==> src/hw/rtl/aepm_pkg.sv <==
// Shared constants for the activity energy power monitor.
`default_nettype none

package aepm_pkg;

   localparam int COUNT_FIELD_W = 48;
   localparam int COEF_W        = 32;
   localparam int FREQ_W        = 12;
   localparam int POWER_W       = 32;
   localparam int CSR_ADDR_W    = 3;
   localparam int CSR_DATA_W    = 32;

   localparam logic [CSR_ADDR_W-1:0] REG_EXEC_ENERGY  = 3'd0;
   localparam logic [CSR_ADDR_W-1:0] REG_STALL_ENERGY = 3'd1;
   localparam logic [CSR_ADDR_W-1:0] REG_L2_ENERGY    = 3'd2;
   localparam logic [CSR_ADDR_W-1:0] REG_MEM_ENERGY   = 3'd3;
   localparam logic [CSR_ADDR_W-1:0] REG_INTERVAL     = 3'd4;
   localparam logic [CSR_ADDR_W-1:0] REG_FREQ         = 3'd5;

   localparam logic [COEF_W-1:0] EXEC_ENERGY_RST  = 32'd23791;
   localparam logic [COEF_W-1:0] STALL_ENERGY_RST = 32'd17961;
   localparam logic [COEF_W-1:0] L2_ENERGY_RST    = 32'd6693;
   localparam logic [COEF_W-1:0] MEM_ENERGY_RST   = 32'd3476357;
   localparam logic [COEF_W-1:0] INTERVAL_RST     = 32'd100000;
   localparam logic [FREQ_W-1:0] FREQ_RST         = 12'd256;

endpackage

`default_nettype wire

==> src/hw/rtl/aepm_smul.sv <==
// Bit-serial shift-and-add multiply-accumulate unit, one multiplier bit per cycle.
`default_nettype none

module aepm_smul
   import aepm_pkg::*;
#(
   parameter int WIDTH = 64,
   parameter int MBITS = 32
) (
   input  wire logic             clock,
   input  wire logic             reset,
   input  wire logic             start,
   input  wire logic [WIDTH-1:0] mcand,
   input  wire logic [MBITS-1:0] mplier,
   input  wire logic [WIDTH-1:0] acc_init,
   output logic                  done,
   output logic      [WIDTH-1:0] acc
);

   localparam int CNTW = $clog2(MBITS);

   logic             busy_ff, busy_in;
   logic             done_ff, done_in;
   logic [CNTW-1:0]  cnt_ff, cnt_in;
   logic [WIDTH-1:0] mcand_ff, mcand_in;
   logic [MBITS-1:0] mplier_ff, mplier_in;
   logic [WIDTH-1:0] acc_ff, acc_in;

   always_comb begin
      busy_in   = busy_ff;
      done_in   = 1'b0;
      cnt_in    = cnt_ff;
      mcand_in  = mcand_ff;
      mplier_in = mplier_ff;
      acc_in    = acc_ff;
      if (start) begin
         busy_in   = 1'b1;
         cnt_in    = '0;
         mcand_in  = mcand;
         mplier_in = mplier;
         acc_in    = acc_init;
      end else if (busy_ff) begin
         acc_in    = acc_ff + (mplier_ff[0] ? mcand_ff : '0);
         mcand_in  = {mcand_ff[WIDTH-2:0], 1'b0};
         mplier_in = {1'b0, mplier_ff[MBITS-1:1]};
         cnt_in    = cnt_ff + 1'b1;
         if (cnt_ff == CNTW'(MBITS - 1)) begin
            busy_in = 1'b0;
            done_in = 1'b1;
         end
      end
   end

   always_ff @(posedge clock) begin
      if (reset) begin
         busy_ff <= 1'b0;
         done_ff <= 1'b0;
         cnt_ff  <= '0;
      end else begin
         busy_ff <= busy_in;
         done_ff <= done_in;
         cnt_ff  <= cnt_in;
      end
      mcand_ff  <= mcand_in;
      mplier_ff <= mplier_in;
      acc_ff    <= acc_in;
   end

   assign done = done_ff;
   assign acc  = acc_ff;

endmodule

`default_nettype wire

==> src/hw/rtl/aepm_sdiv.sv <==
// Bit-serial restoring divider with 32-bit saturated quotient.
`default_nettype none

module aepm_sdiv
   import aepm_pkg::*;
#(
   parameter int NUM_WIDTH = 76,
   parameter int DEN_WIDTH = 48
) (
   input  wire logic                 clock,
   input  wire logic                 reset,
   input  wire logic                 start,
   input  wire logic [NUM_WIDTH-1:0] num,
   input  wire logic [DEN_WIDTH-1:0] den,
   output logic                      done,
   output logic      [POWER_W-1:0]   quot
);

   localparam int HW   = NUM_WIDTH - POWER_W;
   localparam int CMPW = (HW > DEN_WIDTH) ? HW : DEN_WIDTH;
   localparam int CNTW = $clog2(POWER_W);

   logic                 busy_ff, busy_in;
   logic                 done_ff, done_in;
   logic [CNTW-1:0]      cnt_ff, cnt_in;
   logic [DEN_WIDTH-1:0] rem_ff, rem_in;
   logic [POWER_W-1:0]   low_ff, low_in;
   logic [POWER_W-1:0]   quot_ff, quot_in;
   logic [DEN_WIDTH:0]   trial;
   logic                 fits;
   logic                 sat;

   assign sat   = CMPW'(num[NUM_WIDTH-1:POWER_W]) >= CMPW'(den);
   assign trial = {rem_ff, low_ff[POWER_W-1]};
   assign fits  = trial >= {1'b0, den};

   always_comb begin
      busy_in = busy_ff;
      done_in = 1'b0;
      cnt_in  = cnt_ff;
      rem_in  = rem_ff;
      low_in  = low_ff;
      quot_in = quot_ff;
      if (start) begin
         cnt_in = '0;
         if (sat) begin
            quot_in = '1;
            done_in = 1'b1;
         end else begin
            busy_in = 1'b1;
            rem_in  = DEN_WIDTH'(num[NUM_WIDTH-1:POWER_W]);
            low_in  = num[POWER_W-1:0];
            quot_in = '0;
         end
      end else if (busy_ff) begin
         rem_in  = fits ? DEN_WIDTH'(trial - {1'b0, den}) : DEN_WIDTH'(trial);
         quot_in = {quot_ff[POWER_W-2:0], fits};
         low_in  = {low_ff[POWER_W-2:0], 1'b0};
         cnt_in  = cnt_ff + 1'b1;
         if (cnt_ff == CNTW'(POWER_W - 1)) begin
            busy_in = 1'b0;
            done_in = 1'b1;
         end
      end
   end

   always_ff @(posedge clock) begin
      if (reset) begin
         busy_ff <= 1'b0;
         done_ff <= 1'b0;
         cnt_ff  <= '0;
      end else begin
         busy_ff <= busy_in;
         done_ff <= done_in;
         cnt_ff  <= cnt_in;
      end
      rem_ff  <= rem_in;
      low_ff  <= low_in;
      quot_ff <= quot_in;
   end

   assign done = done_ff;
   assign quot = quot_ff;

endmodule

`default_nettype wire

==> src/hw/rtl/activity_energy_power_monitor_unit.sv <==
// Top level of the activity energy power monitor: sequencer, state and I/O registers.
//
// The req channel carries one snapshot of four cumulative activity counters per
// transaction. For each snapshot the block forms the counter changes, weights them
// with the per-event energies, adds them to the running energy total and returns
// exactly one rsp transaction: power in Q16.16 mW, a report flag and the cycle
// total before the snapshot. The csr port writes the six configuration registers
// at any clock edge with csr_wen high; unused indexes are ignored.
// The bit-serial multiply-accumulate unit sets most of the time from acceptance to
// rsp_tvalid (four passes over the energy weights); a snapshot that closes a report
// window adds a 12-step frequency scaling pass and a 32-step restoring division.
// A new snapshot is accepted only once the previous one is finished. The result sits
// in an output register, so a stalled receiver does not block acceptance of the next
// snapshot; the block then waits before overwriting the held result.
// Synchronous reset returns the state, lane and configuration registers to their
// defaults, clears the energy and cycle history and drops rsp_tvalid.
`default_nettype none

module activity_energy_power_monitor_unit
   import aepm_pkg::*;
#(
   parameter int COUNTER_WIDTH = 48,
   parameter int ENERGY_WIDTH  = 64
) (
   input  wire logic                    clock,
   input  wire logic                    reset,
   input  wire logic                    req_tvalid,
   output logic                         req_tready,
   // exec_total, stall_total, l2_hit_total, mem_access_total (48 bits each)
   input  wire logic [4*COUNT_FIELD_W-1:0] req_tdata,
   output logic                         rsp_tvalid,
   input  wire logic                    rsp_tready,
   // power_mw (32 bits), window_start_cycle (48 bits)
   output logic [POWER_W+COUNT_FIELD_W-1:0] rsp_tdata,
   // reported
   output logic                         rsp_tuser,
   input  wire logic                    csr_wen,
   input  wire logic [CSR_ADDR_W-1:0]   csr_addr,
   input  wire logic [CSR_DATA_W-1:0]   csr_wdata
);

   localparam int CW   = COUNTER_WIDTH;
   localparam int EW   = ENERGY_WIDTH;
   localparam int NW   = ENERGY_WIDTH + FREQ_W;
   localparam int CMPW = (COUNTER_WIDTH > COEF_W) ? COUNTER_WIDTH : COEF_W;

   localparam logic [2:0] ST_IDLE       = 3'd0;
   localparam logic [2:0] ST_MAC_LOAD   = 3'd1;
   localparam logic [2:0] ST_MAC_WAIT   = 3'd2;
   localparam logic [2:0] ST_UPDATE     = 3'd3;
   localparam logic [2:0] ST_CHECK      = 3'd4;
   localparam logic [2:0] ST_SCALE_WAIT = 3'd5;
   localparam logic [2:0] ST_DIV_WAIT   = 3'd6;
   localparam logic [2:0] ST_OUT        = 3'd7;

   logic [2:0]               state_ff, state_in;
   logic [1:0]               lane_ff, lane_in;
   logic [COEF_W-1:0]        coef_ff [4];
   logic [COEF_W-1:0]        interval_ff;
   logic [FREQ_W-1:0]        freq_ff;
   logic [CW-1:0]            in_ff [4];
   logic [CW-1:0]            last_ff [4];
   logic [CW-1:0]            cycle_total_ff;
   logic [CW-1:0]            report_cycle_ff;
   logic [CW-1:0]            start_ff;
   logic [CW-1:0]            span_ff;
   logic [EW-1:0]            energy_total_ff;
   logic [EW-1:0]            report_energy_ff;
   logic [POWER_W-1:0]       power_ff;
   logic                     rep_ff;
   logic                     rsp_valid_ff;
   logic [POWER_W-1:0]       rsp_power_ff;
   logic                     rsp_rep_ff;
   logic [COUNT_FIELD_W-1:0] rsp_start_ff;

   logic                     accept;
   logic                     out_load;
   logic                     fire;
   logic                     mac_start;
   logic                     mac_done;
   logic [EW-1:0]            mac_acc;
   logic [CW-1:0]            delta;
   logic [EW-1:0]            energy_delta;
   logic                     scale_start;
   logic                     scale_done;
   logic [NW-1:0]            scale_acc;
   logic                     div_done;
   logic [POWER_W-1:0]       div_quot;

   assign req_tready   = (state_ff == ST_IDLE);
   assign accept       = req_tvalid && req_tready;
   assign out_load     = (state_ff == ST_OUT) && (!rsp_valid_ff || rsp_tready);
   assign fire         = CMPW'(span_ff) > CMPW'(interval_ff);
   assign mac_start    = (state_ff == ST_MAC_LOAD);
   assign delta        = in_ff[lane_ff] - last_ff[lane_ff];
   assign energy_delta = energy_total_ff - report_energy_ff;
   assign scale_start  = (state_ff == ST_CHECK) && fire;

   aepm_smul #(
      .WIDTH (EW),
      .MBITS (COEF_W)
   ) u_mac (
      .clock    (clock),
      .reset    (reset),
      .start    (mac_start),
      .mcand    (EW'(delta)),
      .mplier   (coef_ff[lane_ff]),
      .acc_init ((lane_ff == 2'd0) ? energy_total_ff : mac_acc),
      .done     (mac_done),
      .acc      (mac_acc)
   );

   aepm_smul #(
      .WIDTH (NW),
      .MBITS (FREQ_W)
   ) u_scale (
      .clock    (clock),
      .reset    (reset),
      .start    (scale_start),
      .mcand    (NW'(energy_delta)),
      .mplier   (freq_ff),
      .acc_init ('0),
      .done     (scale_done),
      .acc      (scale_acc)
   );

   aepm_sdiv #(
      .NUM_WIDTH (NW),
      .DEN_WIDTH (CW)
   ) u_div (
      .clock (clock),
      .reset (reset),
      .start ((state_ff == ST_SCALE_WAIT) && scale_done),
      .num   (scale_acc),
      .den   (span_ff),
      .done  (div_done),
      .quot  (div_quot)
   );

   always_comb begin
      state_in = state_ff;
      lane_in  = lane_ff;
      case (state_ff)
         ST_IDLE: begin
            if (accept) begin
               lane_in  = 2'd0;
               state_in = ST_MAC_LOAD;
            end
         end
         ST_MAC_LOAD: begin
            state_in = ST_MAC_WAIT;
         end
         ST_MAC_WAIT: begin
            if (mac_done) begin
               if (lane_ff == 2'd3) begin
                  state_in = ST_UPDATE;
               end else begin
                  lane_in  = lane_ff + 2'd1;
                  state_in = ST_MAC_LOAD;
               end
            end
         end
         ST_UPDATE: begin
            state_in = ST_CHECK;
         end
         ST_CHECK: begin
            state_in = fire ? ST_SCALE_WAIT : ST_OUT;
         end
         ST_SCALE_WAIT: begin
            if (scale_done) begin
               state_in = ST_DIV_WAIT;
            end
         end
         ST_DIV_WAIT: begin
            if (div_done) begin
               state_in = ST_OUT;
            end
         end
         ST_OUT: begin
            if (out_load) begin
               state_in = ST_IDLE;
            end
         end
         default: begin
            state_in = ST_IDLE;
         end
      endcase
   end

   always_ff @(posedge clock) begin
      if (reset) begin
         state_ff         <= ST_IDLE;
         lane_ff          <= 2'd0;
         coef_ff[0]       <= EXEC_ENERGY_RST;
         coef_ff[1]       <= STALL_ENERGY_RST;
         coef_ff[2]       <= L2_ENERGY_RST;
         coef_ff[3]       <= MEM_ENERGY_RST;
         interval_ff      <= INTERVAL_RST;
         freq_ff          <= FREQ_RST;
         for (int i = 0; i < 4; i++) begin
            last_ff[i] <= '0;
         end
         cycle_total_ff   <= '0;
         report_cycle_ff  <= '0;
         energy_total_ff  <= '0;
         report_energy_ff <= '0;
         rsp_valid_ff     <= 1'b0;
      end else begin
         state_ff <= state_in;
         lane_ff  <= lane_in;
         if (csr_wen) begin
            case (csr_addr)
               REG_EXEC_ENERGY:  coef_ff[0]  <= csr_wdata[COEF_W-1:0];
               REG_STALL_ENERGY: coef_ff[1]  <= csr_wdata[COEF_W-1:0];
               REG_L2_ENERGY:    coef_ff[2]  <= csr_wdata[COEF_W-1:0];
               REG_MEM_ENERGY:   coef_ff[3]  <= csr_wdata[COEF_W-1:0];
               REG_INTERVAL:     interval_ff <= csr_wdata[COEF_W-1:0];
               REG_FREQ:         freq_ff     <= csr_wdata[FREQ_W-1:0];
               default: begin
               end
            endcase
         end
         if (state_ff == ST_UPDATE) begin
            energy_total_ff <= mac_acc;
            cycle_total_ff  <= CW'(in_ff[0] + in_ff[1]);
            for (int i = 0; i < 4; i++) begin
               last_ff[i] <= in_ff[i];
            end
         end
         if (scale_start) begin
            report_cycle_ff  <= start_ff;
            report_energy_ff <= energy_total_ff;
         end
         if (out_load) begin
            rsp_valid_ff <= 1'b1;
         end else if (rsp_tready) begin
            rsp_valid_ff <= 1'b0;
         end
      end
      if (accept) begin
         for (int i = 0; i < 4; i++) begin
            in_ff[i] <= CW'(req_tdata[i*COUNT_FIELD_W +: COUNT_FIELD_W]);
         end
      end
      if (state_ff == ST_UPDATE) begin
         start_ff <= cycle_total_ff;
         span_ff  <= cycle_total_ff - report_cycle_ff;
      end
      if (state_ff == ST_CHECK) begin
         rep_ff   <= fire;
         power_ff <= '0;
      end
      if ((state_ff == ST_DIV_WAIT) && div_done) begin
         power_ff <= div_quot;
      end
      if (out_load) begin
         rsp_power_ff <= power_ff;
         rsp_rep_ff   <= rep_ff;
         rsp_start_ff <= COUNT_FIELD_W'(start_ff);
      end
   end

   assign rsp_tvalid = rsp_valid_ff;
   assign rsp_tdata  = {rsp_start_ff, rsp_power_ff};
   assign rsp_tuser  = rsp_rep_ff;

   a_no_power_without_report: assert property (
      @(posedge clock) disable iff (reset)
      (rsp_tvalid && !rsp_tuser) |-> (rsp_tdata[POWER_W-1:0] == '0))
      else $error("power reported without a closed window");

   a_one_at_a_time: assert property (
      @(posedge clock) disable iff (reset)
      accept |=> !req_tready)
      else $error("new transaction accepted while a snapshot is in work");

   a_mac_done_in_wait: assert property (
      @(posedge clock) disable iff (reset)
      mac_done |-> (state_ff == ST_MAC_WAIT))
      else $error("multiply-accumulate finished outside its wait state");

   a_div_done_in_wait: assert property (
      @(posedge clock) disable iff (reset)
      div_done |-> (state_ff == ST_DIV_WAIT))
      else $error("division finished outside its wait state");

endmodule

`default_nettype wire
==> config.mk <==
export PLATFORM = sky130hd
export DESIGN_NAME = activity_energy_power_monitor_unit
export DESIGN_NICKNAME = d
export VERILOG_FILES = /design/src/hw/rtl/aepm_pkg.sv /design/src/hw/rtl/aepm_smul.sv /design/src/hw/rtl/aepm_sdiv.sv /design/src/hw/rtl/activity_energy_power_monitor_unit.sv
export SDC_FILE = /design/constraint.sdc
export NUM_CORES = 2
export LEC_CHECK = 0
export BUFFER_PORTS_ARGS = -buffer_cell sky130_fd_sc_hd__buf_2
export CORE_MARGIN = 10
export CORE_UTILIZATION = 36
export DETAILED_ROUTE_END_ITERATION = 16
export PLACE_DENSITY = 0.48
export SYNTH_ARGS = -nofsm -noshare
export SYNTH_HDL_FRONTEND = slang
export SYNTH_SLANG_ARGS = --single-unit
==> constraint.sdc <==
create_clock -name clock -period 8.9 [get_ports clock]
set_clock_uncertainty 0.2 [all_clocks]
set_input_delay 0.89 -clock clock [delete_from_list [all_inputs] [get_ports clock]]
set_output_delay 0.89 -clock clock [all_outputs]
set_load 0.1 [all_outputs]
==> flow_metrics.py <==
metrics = {
    "logic_synthesis": {
        "syn_area_mm2": 0.0793,
        "async_flop_share_pct": 0,
        "yosys_most_used_dff": "edfxtp_1",
        "yosys-top-cells-area": "edfxtp_1 (40%), dfxtp_1 (10%), ha_1 (7.5%)",
        "syn_nets": 8460,
        "ys_warn_count": 0,
        "syn_inst": 7748,
        "yosysTopAreaCell": "edfxtp_1",
        "synth.top_cell.area_share_pct": 39.9,
        "ys_seq_elements": 1454,
        "syn_avg_cell_area_um2": 10.2,
        "synth-edff-count": 1054,
        "ys_types": 94,
        "synth.yosys.seq_area_share_pct": 50.0,
    },
    "grt": {
        "grt_pass1_vias": 57368,
        "track_usage_pct": 19.4,
        "grt_start_max_net_pins": 165,
        "grt_pass1_wl_mm": 361,
        "grt_remaining_overflow": 0,
        "antenna_found_initial": 5,
    },
    "worst_setup_path": {
        "crit_family": "compound AO/OA/AOI/OAI gates",
        "r2r_setup_slack_ps": 2990,
        "crit_buf_inv": 1,
        "crit_top_cell": "a21oi_1",
        "crit_fanout": 39,
        "crit_type": "reg -> reg",
        "r2r-end": "u_mac.mcand_ff[40]$_DFFE_PP_",
        "reg2regPathDepth": 15,
        "max_stage_delay_ps": 660,
        "arrival_ps": 6260,
        "worst_setup_path_start_kind": "flip-flop",
        "path_cells": "buf_4 -> mux4_2 -> ha_1 -> fa_1 -> nor2b_1 -> o31ai_1 -> a211o_1 -> a21oi_1 -> a21oi_1 -> o21ai_1 -> a221o_1 -> a41o_1 -> nor4b_1 -> o2111ai_1 -> or3b_1",
        "end_kind": "flip-flop",
        "critPathSlowestCell": "buf_4",
        "cp.required_ps": 9250,
    },
    "power": {
        "power_leakage_nw": 35.6,
        "vdd_drop_max_mv": 0.204,
        "powerDensity_mw_per_mm2": 236,
    },
    "detailed_routing": {
        "first_pass_iters": 5,
        "drtAntennaViolNets": 0,
        "routedWlPerCell_um": 21.4,
        "vias": 57937,
        "viasPerCell": 5.23,
        "drt-initial-drc-count": 4419,
        "drc": 0,
        "routed_wirelength_mm": 238,
    },
    "floorplanning": {
        "die_h_um": 489,
        "core-area_mm2": 0.220,
        "rows": 172,
        "start_util_pct": 36.1,
        "io_pins": 315,
        "dieArea_mm2": 0.240,
        "die_w_um": 489,
    },
    "worst_hold_path": {
        "hp-start": "req_tdata[33]",
        "hold_depth": 1,
        "hold_end": "in_ff[0][33]$_DFFE_PP_",
        "hold_class": "in -> reg",
    },
    "timing": {
        "period_share_pct": 66.5,
        "slew_violations": 0,
        "hold_viol": 0,
        "period_needed_ps": 5910,
        "rsz0062_at_grt": "no",
        "worst_slew_pin_slew_ps": 1120,
        "relSlewSlack_pct": 24.7,
        "finalSetupViolCount": 0,
        "max_freq_ghz": 0.169,
        "tns_ps": 0,
    },
    "place": {
        "gp_congestion": 0.887,
        "dp.cells": 10596,
        "dp_hpwl_mm": 175,
        "io_buffers": 314,
    },
    "clock_network": {
        "cts_buffers": 168,
        "clockBufferDepth": 3,
        "root_buffer": "clkbuf_16",
        "cts_tree": "built",
        "cts_resized": 0,
        "cts.reportedPaths.clkPinSlew_ps": 60,
        "htreeDepth": 4,
        "cts_sinks": 1454,
        "clkLatencyLatePin_ps": 840,
    },
    "layout": {
        "layoutNonFillerInstCount": 11086,
        "drive_gt1_share_pct": 10.3,
        "fin_nets": 8781,
        "final_cell_mix": "nand2_1 (1112), edfxtp_1 (1054), a21oi_1 (793)",
        "synthToLayoutAreaGrowth_pct": 14.5,
        "final_common_cell": "nand2_1",
    },
    "outcome": {
        "status": "completed",
    },
    "flow_run": {
        "maxCapViolCount": 0,
    },
}
[worst reg2reg max path: cells and delay by family (launching register included)]
| kind | cells | cell delay, ps |
|---|---|---|
| mux | 1 | 610 |
| simple gates | 3 | 610 |
| flops | 1 | 640 |
| fa+ha+maj | 2 | 650 |
| buf+inv | 1 | 690 |
| compound gates | 8 | 2240 |
[final cells by class]
cell class                      instances  area (µm²)
Fill cell                           21351      129000
Sequential cell                      1454       39700
Multi-Input combinational cell       5546       36900
Clock buffer                          230        4680
Timing Repair Buffer                  562        3930
Tap cell                             2871        3590
Inverter                              337        1280
Clock inverter                         83         736
Antenna cell                            3        7.51
[kinds of logic after synthesis]
family / share of synthesized area, %
AND/OR/NAND/NOR: 15.5
AO/OA/AOI/OAI: 14.6
flip-flops: 50.0
buffers and inverters: 3.58
adder cells (fa/ha/maj): 7.64
XOR/XNOR: 3.95
multiplexers: 4.73
[stage by stage]
step                      setup slack, ps  power [mW]  area, µm²  util, %  hold slack, ps
after floorplan                       855        12.8      79300        -             200
after global placement               3030        14.6      83700     38.1             207
after detailed placement             2920        14.7      83700     38.1             205
after CTS                            2880        21.6      90800     41.4          0.0275
after global routing                 2540        22.6      90800     41.4            22.5
final                                2990        21.4      90800     41.4            63.4
[cells in the mapped netlist, types with 18 or more instances]
master / count
nor2b_1: 58
edfxtp_1: 1054
nor4_1: 18
a21o_1: 296
a211oi_1: 30
and3_1: 32
o21bai_1: 53
xor2_1: 162
nor2_1: 442
nor3_1: 80
a31oi_1: 41
inv_1: 336
nand3_1: 103
nand2_1: 1115
o211ai_1: 29
o21a_1: 55
dfxtp_1: 400
or3_1: 37
o21ai_0: 363
and2_1: 472
buf_1: 29
a21oi_1: 793
clkbuf_1: 355
buf_2: 26
ha_1: 473
nand2b_1: 80
mux2i_1: 88
o31ai_1: 26
mux4_2: 127
nand4_1: 101
xnor2_1: 196
[metal layers]
layer  track usage [%]  up-vias  wire [µm]
met1              27.2    27988     112000
li1                  -    28394          -
met4              5.08        0       5740
met5                 0        -          0
met3              2.60      261      10200
met2              31.6     1294     110000
[flip-flops by register name, summed over array words and instances, names as in the netlist, 64 cells and up, named ones only]
register / flops
energy_total_ff: 64
coef_ff: 128
u_scale.mcand_ff: 76
last_ff: 192
u_mac.mcand_ff: 64
u_scale.acc: 76
report_energy_ff: 64
in_ff: 192
u_mac.acc: 64
[where the power goes]
group | leakage (nW) | switching [mW] | internal, mW
clock network | 2.62 | 2.93 | 3.88
logic | 19.7 | 3.55 | 2.24
registers | 13.2 | 0.599 | 8.22
[how the worst max path moves through the flow]
| stage | startpoint | end | depth (start not counted) |
|---|---|---|---|
| 3_5_place_dp | flip-flop | u_mac.mcand_ff[47]$_DFFE_PP_ | 15 |
| 6_report | flip-flop | u_mac.mcand_ff[40]$_DFFE_PP_ | 15 |
| 2_1_floorplan | state_ff[0]$_SDFFE_PP0P_ | in_ff[0][0]$_DFFE_PP_ | 3 |
| 3_3_place_gp | flip-flop | u_mac.mcand_ff[47]$_DFFE_PP_ | 15 |
| 5_1_grt | flip-flop | u_mac.mcand_ff[47]$_DFFE_PP_ | 15 |
| 4_1_cts | flip-flop | u_mac.mcand_ff[47]$_DFFE_PP_ | 15 |
[repair_timing]
item                      CTS  global route
hold endpoints to repair  174             0
hold buffers              174             0
setup buffers               0             0
Note: power is estimated with default switching activity, not from simulation.
